--- src/rtl/u8sd_pkg.sv ---
package u8sd_pkg;

    // Width of the character index counter that is kept internally.
    localparam int INDEX_BITS = 16;

    // Widths of the result fields.
    localparam int CP_W  = 31;
    localparam int IDX_W = 16;

    // Width of the count of continuation bytes still expected (0 to 5).
    localparam int REM_W = 3;

    // Largest number of continuation bytes after one lead byte.
    localparam logic [REM_W-1:0] MAX_FOLLOW = REM_W'(5);

    // The index stops at the smaller of the counter's own maximum and
    // the largest value that the result field can show.
    localparam logic [63:0] INDEX_FULL = (64'd1 << INDEX_BITS) - 64'd1;
    localparam logic [IDX_W-1:0] INDEX_LIMIT =
        (INDEX_FULL > 64'(16'hFFFF)) ? 16'hFFFF : INDEX_FULL[IDX_W-1:0];

endpackage

--- src/rtl/utf8_stream_decoder_core.sv ---
// UTF-8 stream decoder. One byte of the string is offered per request on the
// input channel, with a flag that marks the string's final byte; the block
// returns one request on the output channel for every completed character,
// carrying its code point (up to 31 bits, the legacy five- and six-byte forms
// included), its position in the string and an end-of-string flag. Bytes that
// continue a character contribute their low six bits without any check of their
// top bits, and any byte that fits no lead pattern (a stray continuation byte,
// 0xFE or 0xFF) is treated as a six-byte lead carrying a single bit. Should the
// string end part-way through a character, that character is still returned,
// with its missing bits zero and the truncated flag raised. The character index
// saturates and returns to zero after the final byte of each string. The block
// sustains one byte per clock cycle: a byte is captured in an input register,
// decoded and merged into the partial character by a single level of logic in
// the next cycle, and the finished character sits in a result register, from
// which it is offered on the output channel. The input side only stalls when
// the input register holds a byte that completes a character while the result
// register is still waiting to be taken. No clearing pass is needed after
// reset.
module utf8_stream_decoder_core (
    input  logic                      i_clk,
    input  logic                      i_rst_n,

    input  logic                      i_valid,
    output logic                      o_stall,
    input  logic [7:0]                i_byte_value,
    input  logic                      i_last_byte,

    output logic                      o_valid,
    input  logic                      i_stall,
    output logic [u8sd_pkg::CP_W-1:0]  o_code_point,
    output logic [u8sd_pkg::IDX_W-1:0] o_char_index,
    output logic                      o_end_of_string,
    output logic                      o_truncated
);

    // Input register: the byte waiting to be decoded.
    logic       r_in_valid;
    logic [7:0] r_in_byte;
    logic       r_in_last;

    // Decoder state: the character being gathered and the string position.
    logic [u8sd_pkg::CP_W-1:0]  r_partial;
    logic [u8sd_pkg::CP_W-1:0]  n_partial;
    logic [u8sd_pkg::REM_W-1:0] r_rem;
    logic [u8sd_pkg::REM_W-1:0] n_rem;
    logic [u8sd_pkg::IDX_W-1:0] r_count;
    logic [u8sd_pkg::IDX_W-1:0] n_count;

    // Result register.
    logic                      r_out_valid;
    logic [u8sd_pkg::CP_W-1:0]  r_out_cp;
    logic [u8sd_pkg::IDX_W-1:0] r_out_idx;
    logic                      r_out_eos;
    logic                      r_out_trunc;

    // Decode of the byte held in the input register.
    logic [u8sd_pkg::REM_W-1:0] w_lead_len;
    logic [u8sd_pkg::CP_W-1:0]  w_lead_bits;
    logic [u8sd_pkg::REM_W-1:0] w_rem_dec;
    logic [u8sd_pkg::CP_W-1:0]  w_cont_bits;
    logic [u8sd_pkg::CP_W-1:0]  w_merged;
    logic [u8sd_pkg::REM_W-1:0] w_rem_next;
    logic                      w_emit;
    logic                      w_out_free;
    logic                      w_advance;
    logic                      w_in_take;

    // A lead byte sets how many continuation bytes follow and places its own
    // payload bits above the space that those bytes will fill.
    always_comb begin
        unique case (r_in_byte) inside
            8'b0???????: begin
                w_lead_len  = u8sd_pkg::REM_W'(0);
                w_lead_bits = u8sd_pkg::CP_W'(r_in_byte[6:0]);
            end
            8'b110?????: begin
                w_lead_len  = u8sd_pkg::REM_W'(1);
                w_lead_bits = u8sd_pkg::CP_W'(r_in_byte[4:0]) << 6;
            end
            8'b1110????: begin
                w_lead_len  = u8sd_pkg::REM_W'(2);
                w_lead_bits = u8sd_pkg::CP_W'(r_in_byte[3:0]) << 12;
            end
            8'b11110???: begin
                w_lead_len  = u8sd_pkg::REM_W'(3);
                w_lead_bits = u8sd_pkg::CP_W'(r_in_byte[2:0]) << 18;
            end
            8'b111110??: begin
                w_lead_len  = u8sd_pkg::REM_W'(4);
                w_lead_bits = u8sd_pkg::CP_W'(r_in_byte[1:0]) << 24;
            end
            default: begin
                // Every other byte, stray continuation bytes included, is
                // taken as a six-byte lead carrying only its lowest bit.
                w_lead_len  = u8sd_pkg::MAX_FOLLOW;
                w_lead_bits = {r_in_byte[0], 30'b0};
            end
        endcase
    end

    // A continuation byte lands at the position given by the number of bytes
    // still to come after it.
    assign w_rem_dec = r_rem - u8sd_pkg::REM_W'(1);

    always_comb begin
        case (w_rem_dec)
            3'd0:    w_cont_bits = u8sd_pkg::CP_W'(r_in_byte[5:0]);
            3'd1:    w_cont_bits = u8sd_pkg::CP_W'(r_in_byte[5:0]) << 6;
            3'd2:    w_cont_bits = u8sd_pkg::CP_W'(r_in_byte[5:0]) << 12;
            3'd3:    w_cont_bits = u8sd_pkg::CP_W'(r_in_byte[5:0]) << 18;
            default: w_cont_bits = u8sd_pkg::CP_W'(r_in_byte[5:0]) << 24;
        endcase
    end

    always_comb begin
        if (r_rem == '0) begin
            w_rem_next = w_lead_len;
            w_merged   = w_lead_bits;
        end else begin
            w_rem_next = w_rem_dec;
            w_merged   = r_partial | w_cont_bits;
        end
    end

    // A result is produced when the character is complete or the string ends.
    assign w_emit = (w_rem_next == '0) || r_in_last;

    // The held byte may move on when it produces nothing, or when the result
    // register is empty or is being emptied in this cycle.
    assign w_out_free = !r_out_valid || !i_stall;
    assign w_advance  = r_in_valid && (!w_emit || w_out_free);
    assign o_stall    = r_in_valid && !w_advance;
    assign w_in_take  = i_valid && !o_stall;

    always_comb begin
        n_partial = r_partial;
        n_rem     = r_rem;
        n_count   = r_count;
        if (w_advance) begin
            if (w_emit) begin
                n_partial = '0;
                n_rem     = '0;
                if (r_in_last) begin
                    n_count = '0;
                end else if (r_count < u8sd_pkg::INDEX_LIMIT) begin
                    n_count = r_count + u8sd_pkg::IDX_W'(1);
                end
            end else begin
                n_partial = w_merged;
                n_rem     = w_rem_next;
            end
        end
    end

    // Control and decoder state.
    always_ff @(posedge i_clk) begin
        if (!i_rst_n) begin
            r_in_valid  <= 1'b0;
            r_out_valid <= 1'b0;
            r_partial   <= '0;
            r_rem       <= '0;
            r_count     <= '0;
        end else begin
            r_partial <= n_partial;
            r_rem     <= n_rem;
            r_count   <= n_count;
            if (w_in_take) begin
                r_in_valid <= 1'b1;
            end else if (w_advance) begin
                r_in_valid <= 1'b0;
            end
            if (w_advance && w_emit) begin
                r_out_valid <= 1'b1;
            end else if (!i_stall) begin
                r_out_valid <= 1'b0;
            end
        end
    end

    // Payload registers.
    always_ff @(posedge i_clk) begin
        if (w_in_take) begin
            r_in_byte <= i_byte_value;
            r_in_last <= i_last_byte;
        end
        if (w_advance && w_emit) begin
            r_out_cp    <= w_merged;
            r_out_idx   <= r_count;
            r_out_eos   <= r_in_last;
            r_out_trunc <= (w_rem_next != '0);
        end
    end

    assign o_valid         = r_out_valid;
    assign o_code_point    = r_out_cp;
    assign o_char_index    = r_out_idx;
    assign o_end_of_string = r_out_eos;
    assign o_truncated     = r_out_trunc;

    // The count of expected continuation bytes never goes beyond five.
    a_rem_range: assert property (@(posedge i_clk) disable iff (!i_rst_n)
        r_rem <= u8sd_pkg::MAX_FOLLOW)
        else $error("continuation count out of range");

    // The character index never passes its saturation value.
    a_count_limit: assert property (@(posedge i_clk) disable iff (!i_rst_n)
        r_count <= u8sd_pkg::INDEX_LIMIT)
        else $error("character index beyond its limit");

    // A truncated character is always the last one of its string.
    a_trunc_eos: assert property (@(posedge i_clk) disable iff (!i_rst_n)
        o_valid && o_truncated |-> o_end_of_string)
        else $error("truncated result without end of string");

    // Once the final byte of a string moves on, the next string starts clean.
    a_string_restart: assert property (@(posedge i_clk) disable iff (!i_rst_n)
        w_advance && r_in_last |=> (r_rem == '0) && (r_count == '0)
            && (r_partial == '0))
        else $error("state not cleared after end of string");

    // The final byte of a string always produces a result.
    a_last_emits: assert property (@(posedge i_clk) disable iff (!i_rst_n)
        w_advance && r_in_last |=> o_valid && o_end_of_string)
        else $error("final byte produced no result");

endmodule

--- config.mk ---
export PLATFORM = sky130hd
export DESIGN_NAME = utf8_stream_decoder_core
export DESIGN_NICKNAME = d
export VERILOG_FILES = /design/src/rtl/u8sd_pkg.sv /design/src/rtl/utf8_stream_decoder_core.sv
export SDC_FILE = /design/constraint.sdc
export NUM_CORES = 1
export LEC_CHECK = 0
export BUFFER_PORTS_ARGS = -buffer_cell sky130_fd_sc_hd__buf_2
export CAP_MARGIN = 20
export CORE_ASPECT_RATIO = 0.75
export CORE_MARGIN = 2
export CORE_UTILIZATION = 30
export DETAILED_ROUTE_END_ITERATION = 8
export PLACE_DENSITY = 0.51
export SYNTH_ARGS = -nofsm -noshare
export SYNTH_HDL_FRONTEND = slang
export SYNTH_SLANG_ARGS = --single-unit
export TNS_END_PERCENT = 20
--- constraint.sdc ---
create_clock -name i_clk -period 5.8 [get_ports i_clk]
set_input_delay 0.29 -clock i_clk [delete_from_list [all_inputs] [get_ports i_clk]]
set_output_delay 0.29 -clock i_clk [all_outputs]
set_load 0.01 [all_outputs]
* Yosys cells after proc, flatten, opt, wreduce, memory -nomap -nowiden *
Index checks and enable logic that the tools add are counted.

cells by class
  $add $sub $neg = 2
  magnitude comparators = 1
  equal/unequal tests = 8
  mux-type cells = 13
  bitwise logic cells = 2
  reductions and logical operators = 19

operators by type and width
  kind                                                 count
  case mux 31 bit (5 select lines)                     1
  case mux 30 bit (4 select lines)                     1
  2-to-1 mux 31 bit                                    2
  2-to-1 mux 16 bit                                    2
  OR 31 x 30 -> 31 bit                                 1
  adder 16 x 1 -> 16 bit (second input constant)       1
  less-than comparator 16 bit (second input constant)  1
  case mux 3 bit (5 select lines)                      1
  logical NOT 3 bit                                    3
  == test 3 x 2 -> 1 bit (second input constant)       2
  == test 6 bit (second input constant)                1
  2-to-1 mux 3 bit                                     2
  == test 5 bit (second input constant)                1
  logical NOT 1 bit                                    5
  == test 4 bit (second input constant)                1
  logical AND 1 bit                                    4
  2-to-1 mux 1 bit                                     4
  nonzero test 2 bit                                   2
  == test 3 x 1 -> 1 bit (second input constant)       1
  == test 3 bit (second input constant)                1
  logical OR 1 bit                                     3
  AND reduction 3 bit                                  1
  nonzero test 3 bit                                   1
  subtractor 3 x 1 -> 3 bit (second input constant)    1
  2 further kinds                                      2

storage, ports and cells
  register bits = 110
  input bits = 13
  output and inout bits = 51
  word-level logic and storage cells = 56

* Depth between registers and ports, before layout *
Gate-level depths: netlist of the first run.

  depth in word-level cells = 13
  depth in mapped cells = 9
  depth with buffers taken out = 8

* Least setup slack after synthesis of the first run *
OpenSTA, ideal clock, no wires.

  path type = register to register
  start = register r_rem[0] (netlist name)
  end = register r_in_byte[0], enable pin
  setup time = 0.375 ns
  arrival time = 2.273 ns
  required time = 5.425 ns
  path slack = 3.152 ns
  cell stages (with the launch flop) = 9
  path buffers = 1
  period minus slack after synthesis = 2.648 ns
  cell sequence = dfxtp_1 > inv_1 > ha_1 > ha_1 > buf_2 > and4b_4 > o31a_1 > nor2b_1 > nor2b_1

between the ends
  longest elaborated chain between the ends = 11
  elaborated cells between the ends (all ways) = 12
  those cells by class = add/sub: 1; mux: 1; reduce/logical: 10

RTL lines
  what                                                                   line                                                              source
  start, declared                                                        utf8_stream_decoder_core.sv:44                                    logic [u8sd_pkg::REM_W-1:0] r_rem;
  start signal, assigned                                                 utf8_stream_decoder_core.sv:165                                   r_rem <= n_rem;
  subtractor 3 x 1 -> 3 bit / logical NOT 3 bit (equally long branches)  utf8_stream_decoder_core.sv:103, utf8_stream_decoder_core.sv:116
  2-to-1 mux 3 bit *                                                     utf8_stream_decoder_core.sv:116                                   if (r_rem == '0) begin
  logical NOT 3 bit *                                                    utf8_stream_decoder_core.sv:126                                   assign w_emit = (w_rem_next == '0) || r_in_last;
  logical OR 1 bit *                                                     utf8_stream_decoder_core.sv:126
  logical NOT 1 bit *                                                    utf8_stream_decoder_core.sv:131                                   assign w_advance = r_in_valid && (!w_emit || w_out_free);
  logical OR 1 bit *                                                     utf8_stream_decoder_core.sv:131
  logical AND 1 bit *                                                    utf8_stream_decoder_core.sv:131
  logical NOT 1 bit *                                                    utf8_stream_decoder_core.sv:132                                   assign o_stall = r_in_valid && !w_advance;
  logical AND 1 bit *                                                    utf8_stream_decoder_core.sv:132
  net o_stall                                                            utf8_stream_decoder_core.sv:24                                    output logic o_stall,
  logical NOT 1 bit *                                                    utf8_stream_decoder_core.sv:133                                   assign w_in_take = i_valid && !o_stall;
  logical AND 1 bit *                                                    utf8_stream_decoder_core.sv:133
  net w_in_take                                                          utf8_stream_decoder_core.sv:66                                    logic w_in_take;
  end signal, assigned                                                   utf8_stream_decoder_core.sv:183                                   r_in_byte <= i_byte_value;
  end, declared                                                          utf8_stream_decoder_core.sv:38                                    logic [7:0] r_in_byte;

Mark *: on every way through the listed nets, which the timed path passes. The rest lies on a longest branch.
A chain may end at the register's enable or synchronous reset.

* Worst setup path in the final report of the first run *
  start = register r_rem[0] (netlist name)
  end = output o_stall

between the ends
  longest elaborated chain between the ends = 9
  elaborated cells between the ends (all ways) = 10
  those cells by class = add/sub: 1; mux: 1; reduce/logical: 8

RTL lines
  what                                                                   line
  subtractor 3 x 1 -> 3 bit / logical NOT 3 bit (equally long branches)  utf8_stream_decoder_core.sv:103, utf8_stream_decoder_core.sv:116
  2-to-1 mux 3 bit *                                                     utf8_stream_decoder_core.sv:116
  logical NOT 3 bit *                                                    utf8_stream_decoder_core.sv:126
  logical OR 1 bit *                                                     utf8_stream_decoder_core.sv:126
  logical NOT 1 bit *                                                    utf8_stream_decoder_core.sv:131
  logical OR 1 bit *                                                     utf8_stream_decoder_core.sv:131
  logical AND 1 bit *                                                    utf8_stream_decoder_core.sv:131
  logical NOT 1 bit *                                                    utf8_stream_decoder_core.sv:132
  logical AND 1 bit *                                                    utf8_stream_decoder_core.sv:132
  end, declared                                                          utf8_stream_decoder_core.sv:24

Every way passes the cells marked *; elsewhere a longest branch is shown, timed or not.

==> impl_metrics.env, run 1 <==
export IMPL_status="complete, no violations"
export IMPL_finalCriticalPeriod_ps=3780
export IMPL_first_pass_iters=4
export IMPL_power_leakage_nw=1.97
export IMPL_cts_setup_buffers=0
export IMPL_clock_latency_ps=360
export IMPL_areaGrowthSynthToFinish_pct=16.2
export IMPL_tns_ps=0
export IMPL_layout_common_cells="63 x buf_2, 58 x edfxtp_1, 52 x dfxtp_1, 37 x nand2_1, 34 x a31oi_1"
export IMPL_rsz0062_at_grt="no"
export IMPL_final_antenna_net_count=0
export IMPL_grt_first_pass_wirelength_um=19400
export IMPL_wl_met3_um=729
export IMPL_drcViolationCount=0
export IMPL_vias=3792
export IMPL_placed_cell_area_um2=5310
export IMPL_grt_overflow=0
export IMPL_syn_avg_cell_area_um2=10.9
export IMPL_fin_crit_sh_pct=65.2
export IMPL_yosysSeqAreaShare_pct=57.2
export IMPL_die_area_um2=17200
export IMPL_grt_pass1_vias=3494
export IMPL_rows=40
export IMPL_postCtsResizedCells=0
export IMPL_diodes=0
export IMPL_finalClockSkew_ps=9.34
export IMPL_ys_warn_count=0
export IMPL_top_layer="met4"
export IMPL_finalMaxSlewViolations=0
export IMPL_drive_gt1_share_pct=19.2
export IMPL_htreeDepth=3
export IMPL_hold_viol_final=0
export IMPL_cts_hold_buf=0
export IMPL_gp_congestion=0.807
export IMPL_finalSetupViolations=0
export IMPL_crit_fanout=27
export IMPL_end_kind="output port"
export IMPL_grt_max_degree=53
export IMPL_synthesis_nets=465
export IMPL_cts_tree="built"
export IMPL_critPathKind="reg2out"
export IMPL_required_ps=5510
export IMPL_hold_path_class="in2reg"
export IMPL_fmax_ghz=0.265
export IMPL_cts_root_buffer="clkbuf_16"
export IMPL_worst_slack_ps=2020
export IMPL_yosys_register_bits=110
export IMPL_synth_fa_ha_area_share_pct=1.80
export IMPL_worstPathArrival_ps=3490
export IMPL_dp_slack_ps=2220
export IMPL_cap_viol_max_count=0
export IMPL_path_clk_slew_ps=70
export IMPL_io_pins=64
export IMPL_antenna_found_initial=0
export IMPL_dieWidth_um=151
export IMPL_powerDensity_nw_per_um2=288
export IMPL_drt_wl_total_um=12500
export IMPL_finalNonFillerCells=704
export IMPL_async_reset_ff_share_pct=0
export IMPL_worst_pin_slew_ps=1100
export IMPL_cp_start_kind="flop"
export IMPL_coreArea_um2=15900
export IMPL_synth_top_family_by_area="compound AO/OA/AOI/OAI gates"
export IMPL_layout_nets=509
export IMPL_hpwl_um=7950
export IMPL_met2_length_um=5140
export IMPL_fp_dieH_um=114
export IMPL_yosys_area_share_simple_pct=12.9
export IMPL_routedWlPerCell_um=17.8
export IMPL_m1WireLength_um=6430
export IMPL_syn_area_um2=4860
export IMPL_synth_xor_area_share_pct=0
export IMPL_first_iter_violations=322
export IMPL_final_common_cell="buf_2"
export IMPL_cts_buffers_inserted=9
export IMPL_slew_headroom_pct=26.8
export IMPL_final_area_um2=5650
export IMPL_synth_compound_area_share_pct=23.5
export IMPL_port_buffers=63
export IMPL_dp_cells=687
export IMPL_synth_edf_count=58
export IMPL_cts_buffer_depth=2
export IMPL_via_per_inst=5.39
export IMPL_ys_flop_type="edfxtp_1"
export IMPL_ir_drop_mv=0.129
export IMPL_hold_worst_slack_ps=105
export IMPL_synth_distinct_cells=56
export IMPL_grt_util_all_layers_pct=14.8
export IMPL_initial_utilization_pct=30.5
export IMPL_synthMuxAreaShare_pct=0.438
export IMPL_clock_sinks=110
export IMPL_syn_inst=445
-- worst max-delay path, cell delays in order (launching register included) --
cell and delay [ps]:
dfxtp_1 440, inv_1 140, ha_1 220, ha_1 900
and4b_4 430, o31a_1 480, nor2b_1 330, buf_2 190
-- cell usage after synthesis (2+ instances only) --
cell        n  area, um2
o31a_1      3       26.3
dfxtp_1    52       1040
o32ai_1     3       26.3
a31oi_1    34        213
inv_1      12       45.0
o21a_1      3       22.5
nand4_1    10       62.6
and3_1      5       31.3
a21boi_1   26        195
o21ai_0     7       35.0
edfxtp_1   58       1740
nor2_1     16       60.1
o22ai_1    10       62.6
nand3_1     8       40.0
clkbuf_1   17       63.8
buf_1       3       11.3
nand4b_1    2       17.5
nand2b_1   17        106
nor2b_1     4       25.0
a32o_1      7       70.1
nor3_1      3       15.0
inv_2       2       7.51
a2bb2oi_1   5       43.8
o21ai_1    28        140
buf_2      11       55.1
ha_1        7       87.6
a41oi_2     2       32.5
a21oi_1    14       70.1
nor4_1      3       18.8
nand2_1    37        139
a41oi_1     9       78.8
a21boi_0    2       15.0
and3b_1     2       17.5
-- path summary, 6_finish.rpt --
check / from / slack [ps] / cells after the start / end
setup / recovery: r_rem[0]$_SDFFE_PN0P_ / 2020 / 7 / o_stall
hold / removal: i_byte_value[4] / 110 / 1 / r_in_byte[4]$_DFFE_PP_
setup reg to reg: r_rem[0]$_SDFFE_PN0P_ / 2270 / 7 / r_in_byte[6]$_DFFE_PP_
hold reg to reg: r_rem[2]$_SDFFE_PN0P_ / 470 / 2 / r_rem[2]$_SDFFE_PN0P_
-- flip-flops by register name, indices dropped and copies added (netlist names) --
| signal | cells |
|---|---|
| o_end_of_string | 1 |
| r_partial | 31 |
| o_char_index | 16 |
| r_count | 16 |
| r_in_last | 1 |
| r_in_byte | 8 |
| o_valid | 1 |
| r_rem | 3 |
| o_truncated | 1 |
| r_in_valid | 1 |
| o_code_point | 31 |
-- power breakdown --
group	internal (W)	switching (W)
registers	0.000837	0.0000194
clock network	0.000380	0.000290
logic	0.0000337	0.0000692
total	0.00125	0.000378
-- cell type report --
cell class,instances,area (um2)
Clock inverter,7,97.6
Sequential cell,110,2780
Tap cell,210,263
Fill cell,1618,10300
Clock buffer,9,225
Timing Repair Buffer,66,350
Inverter,14,52.6
Multi-Input combinational cell,288,1880
-- routing by layer --
metal	global-route usage [%]	vias to the layer above
li1	-	1806
met1	22.2	1844
met2	19.8	122
met3	4.18	20
met4	5.73	0
met5	0	-
-- per-stage QoR --
step	total power [W]	util, %
floorplan	0.000935	-
global placement	0.000974	33.3
global route	0.00168	35.5
detailed placement	0.000975	33.3
finish	0.00163	35.5
CTS	0.00164	35.4
-- cell families (layout without fill, tap and decap cells) --
logic type / after synthesis / after routing
buffers and inverters: 47 / 96
muxes: 2 / 2
and+or+nand+nor: 116 / 116
DFF: 110 / 110
adders and majority gates: 7 / 7
AOI/OAI and AO/OA: 163 / 163
Power figures use the tool's default switching activity.
==> run 2, diff against run 1 <==
--- a/config.mk
+++ b/config.mk
@@ -5,13 +5,14 @@
 export SDC_FILE = /design/constraint.sdc
 export NUM_CORES = 1
 export LEC_CHECK = 0
+export ABC_AREA = 1
 export BUFFER_PORTS_ARGS = -buffer_cell sky130_fd_sc_hd__buf_2
 export CAP_MARGIN = 20
 export CORE_ASPECT_RATIO = 0.75
 export CORE_MARGIN = 2
 export CORE_UTILIZATION = 30
 export DETAILED_ROUTE_END_ITERATION = 8
-export PLACE_DENSITY = 0.51
+export PLACE_DENSITY = 0.53
 export SYNTH_ARGS = -nofsm -noshare
 export SYNTH_HDL_FRONTEND = slang
 export SYNTH_SLANG_ARGS = --single-unit
==> constraint.sdc (replaced) <==
create_clock -name i_clk -period 3.42 [get_ports i_clk]
set_input_delay 0.171 -clock i_clk [delete_from_list [all_inputs] [get_ports i_clk]]
set_output_delay 0.171 -clock i_clk [all_outputs]
set_load 0.01 [all_outputs]
==> run 2 against run 1 <==
  * Count of clock-buffer cells in the layout unchanged
  * Worst hold slack got worse by 90 ps
  * Routed wire length decreased by 8.1%
  * Clock skew decreased by 0.73 ps
  * Register-to-register slack got worse by 1700 ps
  * Sequential share of layout area increased by 0.077 points
  * Synthesized cell count increased by 20%
  * Final cell count increased by 15%
  * Design area decreased by 0.16%
  * Flip-flop and latch count unchanged
  * Largest cell class unchanged
==> impl_metrics.env, run 2 <==
export IMPL_critPathKind="reg2reg"
export IMPL_grt_util_all_layers_pct=13.9
export IMPL_io_pins=64
export IMPL_synth_xor_area_share_pct=0.366
export IMPL_status="complete, no violations"
export IMPL_via_per_inst=4.67
export IMPL_required_ps=3480
export IMPL_areaGrowthSynthToFinish_pct=17.7
export IMPL_worstPathArrival_ps=2860
export IMPL_hold_start="i_byte_value[4]"
export IMPL_port_buffers=63
export IMPL_layout_common_cells="136 x nand2_1, 69 x nor2_1, 63 x buf_2, 58 x a21oi_1, 58 x edfxtp_1"
export IMPL_worst_pin_slew_ps=502
export IMPL_die_area_um2=17000
export IMPL_finalMaxSlewViolations=0
export IMPL_synthTopCellsByCount="136 x nand2_1, 69 x nor2_1, 58 x a21oi_1, 58 x edfxtp_1, 52 x dfxtp_1"
export IMPL_r2r_start="r_rem[0]$_SDFFE_PN0P_"
export IMPL_drt_wl_total_um=11500
export IMPL_layout_nets=621
export IMPL_ir_drop_mv=0.216
export IMPL_antenna_found_initial=0
export IMPL_end_kind="flop"
export IMPL_grt_max_degree=50
export IMPL_routedWlPerCell_um=14.2
export IMPL_synth_distinct_cells=31
export IMPL_startpoint="r_rem[0]$_SDFFE_PN0P_"
export IMPL_fp_dieH_um=113
export IMPL_post_synth_top_count_cell="nand2_1"
export IMPL_first_iter_violations=464
export IMPL_hold_viol_final=0
export IMPL_synth_top_area_share_pct=36.3
export IMPL_coreArea_um2=15400
export IMPL_syn_avg_cell_area_um2=8.94
export IMPL_final_common_cell="nand2_1"
export IMPL_clock_latency_ps=360
export IMPL_ys_flop_type="edfxtp_1"
export IMPL_hold_worst_slack_ps=15.4
export IMPL_synth_largest_area_cell="edfxtp_1"
export IMPL_fmax_ghz=0.357
export IMPL_slew_headroom_pct=66.5
export IMPL_synth_top_family_by_area="simple AND/OR/NAND/NOR gates"
export IMPL_finalSetupViolations=0
export IMPL_ys_warn_count=0
export IMPL_synthesis_nets=556
export IMPL_final_antenna_net_count=0
export IMPL_path_clk_slew_ps=80
export IMPL_syn_area_um2=4790
export IMPL_synth_area_top_cells="edfxtp_1 36%, dfxtp_1 22%, nand2_1 11%"
export IMPL_synth_fa_ha_area_share_pct=1.83
export IMPL_yosys_register_bits=110
export IMPL_tns_ps=0
export IMPL_finalCriticalPeriod_ps=2800
export IMPL_crit_fanout=30
export IMPL_powerDensity_nw_per_um2=493
export IMPL_hpwl_um=7890
export IMPL_rows=39
export IMPL_cts_root_buffer="clkbuf_16"
export IMPL_initial_utilization_pct=31.1
export IMPL_drcViolationCount=0
export IMPL_grt_pass1_vias=3469
export IMPL_synth_compound_area_share_pct=12.6
export IMPL_yosysSeqAreaShare_pct=58.1
export IMPL_diodes=0
export IMPL_fin_crit_sh_pct=81.9
export IMPL_clock_sinks=110
export IMPL_yosys_area_share_simple_pct=20.6
export IMPL_power_leakage_nw=2.29
export IMPL_cap_viol_max_count=0
export IMPL_grt_first_pass_wirelength_um=18200
export IMPL_finalClockSkew_ps=8.61
export IMPL_synthMuxAreaShare_pct=0
export IMPL_syn_inst=536
export IMPL_cts_buffers_inserted=9
export IMPL_cts_buffer_depth=2
export IMPL_first_pass_iters=6
export IMPL_gp_congestion=0.933
export IMPL_cts_tree="built"
export IMPL_vias=3787
export IMPL_hold_path_class="in2reg"
export IMPL_drive_gt1_share_pct=16.0
export IMPL_htreeDepth=3
export IMPL_dieWidth_um=150
export IMPL_synth_edf_count=58
export IMPL_reg2reg_slack_ps=620
export IMPL_grt_overflow=0
export IMPL_rsz0062_at_grt="no"
export IMPL_async_reset_ff_share_pct=0
export IMPL_cp_start_kind="flop"
==> run 2: worst max-delay path: stages, from the launching register on <==
cell     delay (ps)
dfxtp_1         390
inv_1           110
ha_1            210
ha_1            190
inv_1           140
nor2_1           70
nand2_1          60
inv_1            40
nand2_1          70
nand2_1          70
nand3_2         100
nand2_4         100
nand2_2         100
nand2_4          40
inv_1            50
nand2_1          70
inv_2           390
buf_12          260
==> run 2: cell families after synthesis <==
kind of cell,Yosys count
buffers and inverters,70
adder cells (fa/ha/maj),7
AO/OA/AOI/OAI,113
AND/OR/NAND/NOR,234
flip-flops,110
XOR/XNOR,2
==> run 2: what timing repair did <==
item | 4_1_cts | 5_1_grt
gates resized for setup | 0 | 0
hold buffers | 5 | 0
setup buffers | 0 | 0
endpoints found under the hold margin | 5 | 0
==> run 2: area by class of cell <==
class	count	area [um2]
multi-input combinational	356	1700
timing repair buffer	74	423
clock buffer	9	225
clock inverter	7	68.8
inverter	50	188
fill	1567	9780
sequential	110	2780
tap	205	256
==> run 2: worst paths after layout <==
check	to	cells after the start
max	o_code_point[12]$_DFFE_PP_	17
min	r_in_byte[4]$_DFFE_PP_	1
max reg2reg	o_code_point[12]$_DFFE_PP_	17
min reg2reg	o_char_index[15]$_DFFE_PP_	0
==> run 2: routing by layer <==
metal	track usage [%]	up-vias	routed length, um
met5	0	-	0
met4	5.22	0	166
met3	2.92	11	797
met2	19.1	132	4790
met1	21.0	1748	5760
li1	-	1896	-
==> run 2: stage by stage <==
step | total power (W) | area (um2) | utilization [%] | cells | worst slack [ps]
2_1_floorplan | 0.00168 | 4790 | - | 536 | 154
3_3_place_gp | 0.00176 | 5280 | 34.2 | 789 | 523
3_5_place_dp | 0.00177 | 5280 | 34.2 | 789 | 363
4_1_cts | 0.00282 | 5620 | 36.4 | 810 | 352
5_1_grt | 0.00290 | 5640 | 36.6 | 811 | 366
6_report | 0.00278 | 5640 | 36.6 | 811 | 618
==> run 2: where the power goes <==
group	switching, W	total, W	internal, W
Combinational	0.000183	0.000266	0.0000831
Sequential	0.0000328	0.00148	0.00145
Clock	0.000517	0.00104	0.000519
==> run 3, diff against run 2 <==
--- a/config.mk
+++ b/config.mk
@@ -12,7 +12,7 @@
 export CORE_MARGIN = 2
 export CORE_UTILIZATION = 30
 export DETAILED_ROUTE_END_ITERATION = 8
-export PLACE_DENSITY = 0.53
+export PLACE_DENSITY = 0.51
 export SYNTH_ARGS = -nofsm -noshare
 export SYNTH_HDL_FRONTEND = slang
 export SYNTH_SLANG_ARGS = --single-unit
==> constraint.sdc (replaced) <==
create_clock -name i_clk -period 2.8 [get_ports i_clk]
set_input_delay 0.14 -clock i_clk [delete_from_list [all_inputs] [get_ports i_clk]]
set_output_delay 0.14 -clock i_clk [all_outputs]
set_load 0.01 [all_outputs]
==> run 3 against run 2 <==
  * Count of clock-buffer cells in the layout rose by 2
  * Flip-flop and latch count unchanged
  * Total power grew 28%
  * Clock skew fell by 2.7 ps
  * Sequential share of layout area decreased by 0.96 points
  * Critical path depth fell by 3
  * Die area is the same
  * Global-route usage is 0.14 points lower
  * Sequential power is 22% higher
  * Largest power group unchanged
  * Worst setup slack worse by 270 ps
==> impl_metrics.env, run 3 (synthesized netlist as in run 2, its figures left out) <==
export IMPL_fin_crit_sh_pct=87.4
export IMPL_cts_buffers_inserted=9
export IMPL_crit_fanout=17
export IMPL_dieWidth_um=150
export IMPL_htreeDepth=3
export IMPL_finalSetupViolations=0
export IMPL_reg2reg_slack_ps=370
export IMPL_finalMaxSlewViolations=0
export IMPL_worstPathArrival_ps=2310
export IMPL_r2r_start="r_rem[0]$_SDFFE_PN0P_"
export IMPL_slew_headroom_pct=55.0
export IMPL_final_common_cell="nand2_1"
export IMPL_fp_dieH_um=113
export IMPL_cts_root_buffer="clkbuf_16"
export IMPL_grt_max_degree=38
export IMPL_finalCriticalPeriod_ps=2450
export IMPL_crit_slowest_cell="dfxtp_2"
export IMPL_diodes=0
export IMPL_io_pins=64
export IMPL_end_kind="output port"
export IMPL_min_to="r_in_valid$_SDFFE_PN0P_"
export IMPL_worst_pin_slew_ps=675
export IMPL_cts_buffer_depth=2
export IMPL_via_per_inst=4.70
export IMPL_power_leakage_nw=2.32
export IMPL_antenna_found_initial=0
export IMPL_rsz0062_at_grt="no"
export IMPL_drt_wl_total_um=11500
export IMPL_first_iter_violations=351
export IMPL_ir_drop_mv=0.326
export IMPL_m1WireLength_um=5810
export IMPL_required_ps=2660
export IMPL_drcViolationCount=0
export IMPL_powerDensity_nw_per_um2=619
export IMPL_areaGrowthSynthToFinish_pct=20.1
export IMPL_final_antenna_net_count=0
export IMPL_hold_path_class="in2reg"
export IMPL_fmax_ghz=0.409
export IMPL_crit_buf_inv=5
export IMPL_status="complete, no violations"
export IMPL_port_buffers=63
export IMPL_path_clk_slew_ps=70
export IMPL_vias=3828
export IMPL_critPathKind="reg2out"
export IMPL_routedWlPerCell_um=14.1
export IMPL_coreArea_um2=15400
export IMPL_gp_congestion=0.833
export IMPL_cp_top_family="simple AND/OR/NAND/NOR gates"
export IMPL_r2r_cells=14
export IMPL_cp_cell_sequence="inv_2, ha_4, ha_4, inv_2, nor2_1, nand2_1, inv_1, nand2_1, nand2_1, nand3_2, nand2_4, nand3_1, inv_1, buf_2"
export IMPL_grt_first_pass_wirelength_um=18200
export IMPL_fillers=1579
export IMPL_wl_met3_um=750
export IMPL_grt_pass1_vias=3491
export IMPL_first_pass_iters=5
export IMPL_top_layer="met4"
export IMPL_hold_viol_final=0
export IMPL_min_path_cells=3
export IMPL_layout_nets=625
export IMPL_hpwl_um=8030
export IMPL_initial_utilization_pct=31.1
export IMPL_grt_util_all_layers_pct=13.7
export IMPL_met2_length_um=4820
export IMPL_hold_start="i_valid"
export IMPL_cp_start_kind="flop"
export IMPL_drive_gt1_share_pct=17.0
export IMPL_worst_path_most_repeated_cell="nand2_1"
export IMPL_finalClockSkew_ps=5.90
export IMPL_power_total_w=0.00357
export IMPL_cap_viol_max_count=0
export IMPL_r2r_end="r_count[4]$_SDFFE_PN0P_"
export IMPL_tns_ps=0
export IMPL_clock_sinks=110
export IMPL_die_area_um2=17000
export IMPL_slowest_delay_ps=340
export IMPL_cts_tree="built"
export IMPL_clock_latency_ps=350
export IMPL_layout_common_cells="135 x nand2_1, 69 x nor2_1, 63 x buf_2, 58 x edfxtp_1, 57 x a21oi_1"
export IMPL_rows=39
export IMPL_grt_overflow=0
[run 3: cell count changes in the layout (fill, tap and decap cells not counted), moves of 2 or more]
cell,previous run,this run
dlygate4sd3_1,5,9
ha_1,7,5
clkinv_1,0,2
inv_6,3,0
clkbuf_1,0,2
dfxtp_1,52,50
inv_1,49,45
ha_4,0,2
dfxtp_2,0,2
inv_2,1,4
bufinv_16,0,3
inv_8,3,0
[run 3: cell type report]
cell class	count	area (um2)	share of cell area, %
inverters	50	191	3.33
clock buffers	11	233	4.04
clock inverters	5	97.6	1.70
well taps	205	256	4.46
repair buffers	78	463	8.04
multi-input cells	356	1730	30.1
flip-flops and latches	110	2790	48.4
[run 3: worst max-delay path by stage]
stage	depth (start not counted)	slack, ps	end	startpoint
final	14	350	o_stall	r_rem[0]$_SDFFE_PN0P_
after global routing	14	120	o_stall	r_rem[0]$_SDFFE_PN0P_
after CTS	14	320	o_stall	r_rem[0]$_SDFFE_PN0P_
after detailed placement	14	370	r_count[14]$_SDFFE_PN0P_	r_rem[0]$_SDFFE_PN0P_
after global placement	17	450	o_code_point[7]$_DFFE_PP_	r_rem[0]$_SDFFE_PN0P_
after floorplan	16	20	o_char_index[0]$_DFFE_PP_	r_rem[0]$_SDFFE_PN0P_
[run 3: repair_timing]
item	4_1_cts	5_1_grt
endpoints found under the hold margin	9	0
gates resized for setup	0	0
setup buffers	0	0
endpoints found under the setup margin	0	0
hold buffers	9	0
[run 3: metrics by stage]
stage	area (um2)	setup WS [ps]	std cells	utilization [%]	hold slack [ps]
2_1_floorplan	4850	21.3	536	-	239
3_3_place_gp	5340	453	790	34.6	326
3_5_place_dp	5340	375	790	34.6	318
4_1_cts	5760	322	815	37.3	70.8
5_1_grt	5760	122	815	37.3	127
6_report	5760	353	815	37.3	89.0
[run 3: layer usage]
layer  vias up  GRT usage [%]
met5         -              0
met4         0           3.58
met3        10           3.72
met2       108           19.5
met1      1808           20.5
li1       1902              -
[run 3: where the power goes]
group,switching [W],internal (W),total (W)
logic,0.000228,0.000111,0.000339
registers,0.0000437,0.00177,0.00181
clock network,0.000545,0.000869,0.00141
total,0.000817,0.00275,0.00357
[run 3: worst reg2reg max path, stage by stage, from the launching register on]
cell and delay [ps]:
dfxtp_2 340, inv_2 110, ha_4 150, ha_4 240, inv_2 130, nor2_1 120, nand2_1 60, inv_1 50
nand2_1 60, nand2_1 70, nand3_2 110, nand2_4 160, nand4_4 380, a21oi_1 280, nor2_1 70
